### src/design/dopq_pkg.sv
// Shared types and constants for the date-ordered priority queue.
// Depends on nothing; every other design file imports it.
package dopq_pkg;

  localparam int QUEUE_DEPTH = 16;
  localparam int CNT_W       = $clog2(QUEUE_DEPTH + 1);
  localparam int DATE_W      = 32;
  localparam int AMOUNT_W    = 32;
  localparam int TAG_W       = 16;
  localparam int OCC_W       = 5;
  localparam int STATUS_W    = 2;

  typedef enum logic [0:0] {
    OP_INSERT = 1'b0,
    OP_REMOVE = 1'b1
  } op_t;

  typedef enum logic [STATUS_W-1:0] {
    ST_OK    = 2'd0,
    ST_FULL  = 2'd1,
    ST_EMPTY = 2'd2
  } status_t;

  typedef struct packed {
    logic [DATE_W-1:0]   date;
    logic [AMOUNT_W-1:0] amount;
    logic [TAG_W-1:0]    tag;
  } entry_t;

  // Broadcast from the controller to every cell.
  typedef struct packed {
    logic              ins;
    logic              rem;
    logic [DATE_W-1:0] key;
  } cell_ctl_t;

endpackage

### src/design/dopq_if.sv
// Valid/ready channel interfaces for the queue's operation and result beats.
// Depends on dopq_pkg for field widths.
interface dopq_in_if;
  import dopq_pkg::*;
  logic                valid;
  logic                ready;
  logic                operation;
  logic [DATE_W-1:0]   date_key;
  logic [AMOUNT_W-1:0] amount_cents;
  logic [TAG_W-1:0]    tag;

  modport source (output valid, operation, date_key, amount_cents, tag, input ready);
  modport sink   (input valid, operation, date_key, amount_cents, tag, output ready);
endinterface

interface dopq_out_if;
  import dopq_pkg::*;
  logic                valid;
  logic                ready;
  logic [STATUS_W-1:0] status;
  logic                head_valid;
  logic [DATE_W-1:0]   head_date;
  logic [AMOUNT_W-1:0] head_amount;
  logic [TAG_W-1:0]    head_tag;
  logic [OCC_W-1:0]    occupancy;

  modport source (output valid, status, head_valid, head_date, head_amount, head_tag,
                  occupancy, input ready);
  modport sink   (input valid, status, head_valid, head_date, head_amount, head_tag,
                  occupancy, output ready);
endinterface

### src/design/dopq_cell.sv
// One slot of the sorted chain: holds an entry and trades it with its neighbors.
// Depends on dopq_pkg for entry and control types.
module dopq_cell import dopq_pkg::*; (
  input  logic      clk,
  input  cell_ctl_t ctl,
  input  entry_t    new_entry,
  input  logic      valid,
  input  entry_t    left_entry,
  input  logic      left_before,
  input  entry_t    right_entry,
  output entry_t    entry,
  output logic      ahead
);

  entry_t entry_r;
  entry_t entry_nxt;

  // Flag a held entry that stays ahead of the new key
  assign ahead = valid && (entry_r.date < ctl.key);

  // Keep, take the new entry, shift right on insert, or shift left on remove
  always_comb begin
    entry_nxt = entry_r;
    if (ctl.ins) begin
      if (!ahead) begin
        entry_nxt = left_before ? new_entry : left_entry;
      end
    end else if (ctl.rem) begin
      entry_nxt = right_entry;
    end
  end

  always_ff @(posedge clk) begin
    entry_r <= entry_nxt;
  end

  assign entry = entry_r;

endmodule

### src/design/dopq_chain.sv
// Row of QUEUE_DEPTH cells kept in ascending date order, head at cell 0.
// Depends on dopq_pkg and dopq_cell.
module dopq_chain import dopq_pkg::*; (
  input  logic             clk,
  input  cell_ctl_t        ctl,
  input  entry_t           new_entry,
  input  logic [CNT_W-1:0] count,
  output entry_t           head
);

  entry_t entries [QUEUE_DEPTH];
  logic   befores [QUEUE_DEPTH];

  for (genvar i = 0; i < QUEUE_DEPTH; i++) begin : g_cell
    entry_t left_e;
    logic   left_b;
    entry_t right_e;

    // Tie the chain ends: cell 0 always sees a slot boundary on its left
    if (i == 0) begin : g_first
      assign left_e = new_entry;
      assign left_b = 1'b1;
    end else begin : g_mid
      assign left_e = entries[i-1];
      assign left_b = befores[i-1];
    end

    if (i == QUEUE_DEPTH - 1) begin : g_last
      assign right_e = entries[i];
    end else begin : g_inner
      assign right_e = entries[i+1];
    end

    dopq_cell u_cell (
      .clk         (clk),
      .ctl         (ctl),
      .new_entry   (new_entry),
      .valid       (CNT_W'(i) < count),
      .left_entry  (left_e),
      .left_before (left_b),
      .right_entry (right_e),
      .entry       (entries[i]),
      .ahead       (befores[i])
    );
  end

  assign head = entries[0];

endmodule

### src/design/date_ordered_priority_queue.sv
// Top level of the date-ordered priority queue: control, occupancy, result register.
// Depends on dopq_pkg, dopq_if and dopq_chain.
//
// Usage:
//   in_ch carries one operation per beat: insert (date_key, amount_cents, tag)
//   or remove of the earliest entry. out_ch returns one result beat per
//   operation: status, head entry (removed entry on remove, earliest held
//   entry on insert) and occupancy after the operation.
//   Entries with equal dates leave in reverse order of arrival among
//   themselves (last in, first out): a new entry goes ahead of all
//   held entries with the same date.
// Timing and throughput:
//   A result is registered and appears in the cycle after its operation beat. Every cell of the
//   chain compares its date with the new key and moves in the same cycle,
//   so one operation per cycle is taken while the result register drains.
// Reset:
//   rst_n (synchronous, active low) empties the queue and the result register.
// Stall:
//   While out_ch is stalled with a result waiting, in_ch.ready is low and the
//   queue holds; no result is dropped or repeated.
module date_ordered_priority_queue import dopq_pkg::*; (
  input  logic       clk,
  input  logic       rst_n,
  dopq_in_if.sink    in_ch,
  dopq_out_if.source out_ch
);

  logic [CNT_W-1:0] count_r, count_nxt;
  logic             out_valid_r, out_valid_nxt;
  status_t          status_r, status_nxt;
  logic             head_valid_r, head_valid_nxt;
  entry_t           head_r, head_nxt;

  logic      accept;
  logic      full;
  logic      empty;
  cell_ctl_t ctl;
  entry_t    new_entry;
  entry_t    chain_head;

  assign in_ch.ready = !out_valid_r || out_ch.ready;
  assign accept      = in_ch.valid && in_ch.ready;
  assign full        = (count_r == CNT_W'(QUEUE_DEPTH));
  assign empty       = (count_r == '0);

  assign new_entry.date   = in_ch.date_key;
  assign new_entry.amount = in_ch.amount_cents;
  assign new_entry.tag    = in_ch.tag;

  // Broadcast the command to the chain
  assign ctl.ins = accept && (in_ch.operation == OP_INSERT) && !full;
  assign ctl.rem = accept && (in_ch.operation == OP_REMOVE) && !empty;
  assign ctl.key = in_ch.date_key;

  dopq_chain u_chain (
    .clk       (clk),
    .ctl       (ctl),
    .new_entry (new_entry),
    .count     (count_r),
    .head      (chain_head)
  );

  // Build the result beat and the next occupancy
  always_comb begin
    count_nxt      = count_r;
    out_valid_nxt  = out_valid_r && !out_ch.ready;
    status_nxt     = status_r;
    head_valid_nxt = head_valid_r;
    head_nxt       = head_r;
    if (accept) begin
      out_valid_nxt = 1'b1;
      if (in_ch.operation == OP_INSERT) begin
        head_valid_nxt = 1'b1;
        if (full) begin
          status_nxt = ST_FULL;
          head_nxt   = chain_head;
        end else begin
          status_nxt = ST_OK;
          count_nxt  = count_r + CNT_W'(1);
          head_nxt   = (empty || (in_ch.date_key <= chain_head.date)) ? new_entry
                                                                       : chain_head;
        end
      end else begin
        if (empty) begin
          status_nxt     = ST_EMPTY;
          head_valid_nxt = 1'b0;
          head_nxt       = '0;
        end else begin
          status_nxt     = ST_OK;
          head_valid_nxt = 1'b1;
          count_nxt      = count_r - CNT_W'(1);
          head_nxt       = chain_head;
        end
      end
    end
  end

  always_ff @(posedge clk) begin
    if (!rst_n) begin
      count_r     <= '0;
      out_valid_r <= 1'b0;
    end else begin
      count_r     <= count_nxt;
      out_valid_r <= out_valid_nxt;
    end
  end

  always_ff @(posedge clk) begin
    status_r     <= status_nxt;
    head_valid_r <= head_valid_nxt;
    head_r       <= head_nxt;
  end

  assign out_ch.valid       = out_valid_r;
  assign out_ch.status      = status_r;
  assign out_ch.head_valid  = head_valid_r;
  assign out_ch.head_date   = head_r.date;
  assign out_ch.head_amount = head_r.amount;
  assign out_ch.head_tag    = head_r.tag;
  assign out_ch.occupancy   = OCC_W'(count_r);

`ifndef SYNTHESIS
  a_count_bound: assert property (@(posedge clk) disable iff (!rst_n)
    count_r <= CNT_W'(QUEUE_DEPTH))
    else $error("occupancy above queue depth");

  a_full_holds: assert property (@(posedge clk) disable iff (!rst_n)
    (accept && in_ch.operation == OP_INSERT && full) |=> $stable(count_r))
    else $error("rejected insert changed occupancy");

  a_empty_status: assert property (@(posedge clk) disable iff (!rst_n)
    (accept && in_ch.operation == OP_REMOVE && empty) |=>
      (status_r == ST_EMPTY && !head_valid_r))
    else $error("remove on empty not reported");

  a_no_accept_stalled: assert property (@(posedge clk) disable iff (!rst_n)
    (out_valid_r && !out_ch.ready) |-> !ctl.ins && !ctl.rem)
    else $error("chain moved while result stalled");
`endif

endmodule
### src/flat_wrapper.sv
// flat-port wrapper written by rule: the top's interface ports become plain ports
module date_ordered_priority_queue_flat import dopq_pkg::*;
  (clk, rst_n, in_ch_valid, in_ch_operation, in_ch_date_key, in_ch_amount_cents, in_ch_tag, in_ch_ready, out_ch_valid, out_ch_status, out_ch_head_valid, out_ch_head_date, out_ch_head_amount, out_ch_head_tag, out_ch_occupancy, out_ch_ready);
  dopq_in_if in_ch_i ();
  dopq_out_if out_ch_i ();
  input  logic clk;
  input  logic rst_n;
  input wire logic [$bits(in_ch_i.valid)-1:0] in_ch_valid;
  input wire logic [$bits(in_ch_i.operation)-1:0] in_ch_operation;
  input wire logic [$bits(in_ch_i.date_key)-1:0] in_ch_date_key;
  input wire logic [$bits(in_ch_i.amount_cents)-1:0] in_ch_amount_cents;
  input wire logic [$bits(in_ch_i.tag)-1:0] in_ch_tag;
  output wire logic [$bits(in_ch_i.ready)-1:0] in_ch_ready;
  output wire logic [$bits(out_ch_i.valid)-1:0] out_ch_valid;
  output wire logic [$bits(out_ch_i.status)-1:0] out_ch_status;
  output wire logic [$bits(out_ch_i.head_valid)-1:0] out_ch_head_valid;
  output wire logic [$bits(out_ch_i.head_date)-1:0] out_ch_head_date;
  output wire logic [$bits(out_ch_i.head_amount)-1:0] out_ch_head_amount;
  output wire logic [$bits(out_ch_i.head_tag)-1:0] out_ch_head_tag;
  output wire logic [$bits(out_ch_i.occupancy)-1:0] out_ch_occupancy;
  input wire logic [$bits(out_ch_i.ready)-1:0] out_ch_ready;
  assign in_ch_i.valid = in_ch_valid;
  assign in_ch_i.operation = in_ch_operation;
  assign in_ch_i.date_key = in_ch_date_key;
  assign in_ch_i.amount_cents = in_ch_amount_cents;
  assign in_ch_i.tag = in_ch_tag;
  assign in_ch_ready = in_ch_i.ready;
  assign out_ch_valid = out_ch_i.valid;
  assign out_ch_status = out_ch_i.status;
  assign out_ch_head_valid = out_ch_i.head_valid;
  assign out_ch_head_date = out_ch_i.head_date;
  assign out_ch_head_amount = out_ch_i.head_amount;
  assign out_ch_head_tag = out_ch_i.head_tag;
  assign out_ch_occupancy = out_ch_i.occupancy;
  assign out_ch_i.ready = out_ch_ready;
  date_ordered_priority_queue u_core (.clk(clk), .rst_n(rst_n), .in_ch(in_ch_i), .out_ch(out_ch_i));
endmodule
### config.mk
export PLATFORM = sky130hd
export DESIGN_NAME = date_ordered_priority_queue_flat
export DESIGN_NICKNAME = d
export VERILOG_FILES = /design/src/design/dopq_pkg.sv /design/src/design/dopq_if.sv /design/src/design/dopq_cell.sv /design/src/design/dopq_chain.sv /design/src/design/date_ordered_priority_queue.sv /design/src/flat_wrapper.sv
export SDC_FILE = /design/constraint.sdc
export NUM_CORES = 2
export LEC_CHECK = 0
export ABC_AREA = 0
export BUFFER_PORTS_ARGS = -buffer_cell sky130_fd_sc_hd__buf_2
export CAP_MARGIN = 0
export CORE_MARGIN = 2
export CORE_UTILIZATION = 57
export DETAILED_ROUTE_END_ITERATION = 10
export PLACE_DENSITY = 0.82
export SYNTH_ARGS = -nofsm -noshare
export SYNTH_HDL_FRONTEND = slang
export SYNTH_HIERARCHICAL = 1
export SYNTH_SLANG_ARGS = --single-unit
### constraint.sdc
create_clock -name clk -period 9.97 [get_ports clk]
set_clock_uncertainty 0.2 [all_clocks]
set_input_delay 0.997 -clock clk [delete_from_list [all_inputs] [get_ports clk]]
set_output_delay 0.997 -clock clk [all_outputs]
set_load 0.02 [all_outputs]
==> results.md <==
- CTS Hold Bufs: 0
- Fin worst setup slack: ~4.8 ns
- Initial DRC count: between 6000 and 7000
- Met3 usage: under 10%
- Post-CTS Setup Inserts: 0
- WL/cell: about 22 microns
- DRC viols: 0
- TritonRoute pass-1 iters: 6
- Cell area after synthesis: 0.0836 sq mm
- Met2 Usage GRT: 45.2%
- Sw power: between 7 and 8 mW
- Routability cong.: 0.888
- Vias: 61000
- DIE WIDTH: 387 microns
- Initial antenna violation count: 13
- Largest net degree at the start of global routing: ~290
- CTS Sinks: about 1400
- Peak Freq: 0.195 GHz
- Worst vdd ir: 246 uV
- Htree depth: 4
- Fin cells: a little under 10000
- Crit Path Category: flip-flop to flip-flop
- Number of global-route vias before repair: roughly 60000
- Worst endpoint data arrival time: approximately 5.4 ns
- Worst-margin pin slew: ~1.2 ns
- CTS Buffer Depth: 3
- Global-route met1 utilization: 36.5%
- Power Internal: roughly 14 mW
- Synthesized area per cell: 10.6 sq um
- CTS root buffer: clkbuf_16
- Synthesized instance count: roughly 8000
- CTS tree: built
- DP Area: around 0.086 sq mm
- Drt via density: between 6 and 7
- Yosys warns: 6
- Dpl hpwl: roughly 130000 microns
- Max-slew violations: 0
- Max_slew headroom: 19.5%
- Place WS: 4.13 ns
- Final hold slack: ~0.27 ns
- Net Sw Frac: roughly a third
- Clock network fraction of design power: 27.9%
- Placed Cells: 9556
- Total chip power: approximately 21 mW
- Num CTS Buffers: 150
- Gr ovfl total: 0
- Starting Density: 57.4%
- Crit. End Element: flip-flop
- Rows: 140
- Resized cells post-CTS: 0
- Area delta synth->final: 8.65%
- Post-layout utilization of the core: between 60% and 70%
- Hold Crit Class: input port to flip-flop
- Fraction of layout cells with a size suffix above 1: under 10%
- GRT Total Usage: roughly 28%
- CP max FO: a little under 100
- Die ar.: between 0.1 and 0.15 sq mm
- Fill cell count: roughly 11000
- Post-Route WL: between 200000 and 250000 microns
- Final hold violation count: 0
- Area of the core: 0.146 sq mm
- Outcome: completed
- Worst-Skew Late Latency: 0.81 ns
- P_leak: around 35 nW
- Setup TNS: 0 ns
- Unrepaired setup endpoints after global routing: no
- Syn nets: 8469
- Chip height: about 390 microns
- Final setup vio count: 0
- Top Usage Layer GRT: met2
- Combinational share of power: between 30% and 40%
- Flop pwr share: a little over two fifths
- Port Buffers: 174
- Reg clk slew, reported paths: ~0.060 ns
- Min Tclk post-route: roughly 5.1 ns
- Req. time, crit path: around 10 ns
- I/O pin count: about 180
- Critical path startpoint category: flip-flop
- Part of the cycle the worst path needs: 51.5%
- Nets: approximately 8400
- Max_cap viols: 0
- Final ANT Viol Nets: 0
- Cell area after layout: between 0.09 and 0.1 sq mm
- First-pass GRT wire length: about 330000 microns
- Power Density: approximately 230 mW/mm^2
sequential cells by signal (all words and copies together), names as in the netlist:
signal,flops
u_core/u_chain/g_cell.u_cell/entry,1280
u_core/out_ch.occupancy,5
u_core/out_ch.head_amount,32
u_core/out_ch.head_date,32
u_core/out_ch.status,2
u_core/out_ch.head_valid,1
u_core/out_ch.head_tag,16
u_core/out_ch.valid,1
layout by cell type, fill, tap and decap left out, types with 13 or more instances in the layout:
cell type / n
ha_1: 531
o21ai_0: 45
nand4_1: 58
edfxtp_1: 1363
buf_4: 73
clkbuf_16: 156
or2_1: 13
nand4_2: 13
o32ai_2: 80
nor2_1: 1329
a21o_1: 24
clkinv_2: 26
a2bb2oi_1: 13
inv_1: 584
a31oi_1: 13
mux2i_1: 1280
and4_1: 17
nand2_1: 197
buf_2: 174
a21oi_1: 1459
clkinv_1: 33
clkbuf_1: 22
nand3_1: 54
a221o_1: 20
bufinv_16: 19
o21a_1: 37
layer usage:
layer	vias to the layer above	wire length (microns)
li1	28500	-
met5	-	69
met1	29200	88600
met4	12	7920
met2	2784	101000
met3	492	17900
power groups by stage:
stage               combinational (mW)  sequential [mW]  clock, mW
finish                            6.23             8.59       5.73
global route                      6.69             8.70       6.00
CTS                               6.13             8.57       5.78
detailed placement                6.09             8.66          0
global placement                  5.82             8.63          0
floorplan                         4.37             8.67          0
area by class of cell:
cell class              count  area [sq um]  share of cell area (%)
diodes                      6          15.0                  0.0165
clock buffers             178          3990                    4.39
clock inverters            92           992                    1.09
inverters                 586          2200                    2.43
multi-input cells        5427         38600                    42.5
flip-flops and latches   1369         41000                    45.2
well taps                1917          2400                    2.64
repair buffers            257          1620                    1.78
critical path: stages (launching register included):
cell and delay (ns):
dfxtp_1 0.90, nor4_4 0.24, a211oi_4 0.29, buf_4 0.33, buf_4 0.82, nor2_1 0.21, a31oi_4 0.19, buf_4 0.56
buf_4 0.81
final timing paths:
| kind | start | end | slack (ns) | cells after the start |
|---|---|---|---|---|
| worst max-delay path | u_core/out_ch.occupancy[1] | u_core/u_chain/g_cell[3].u_cell/entry[29] | 4.83 | 8 |
| worst min-delay path | in_ch_valid | u_core/out_ch.valid | 0.27 | 3 |
| worst max register to register | u_core/out_ch.occupancy[1] | u_core/u_chain/g_cell[3].u_cell/entry[29] | 4.83 | 8 |
| worst min register to register | u_core/out_ch.valid | u_core/out_ch.valid | 0.38 | 2 |
Note: power is estimated with default switching activity, not from simulation.
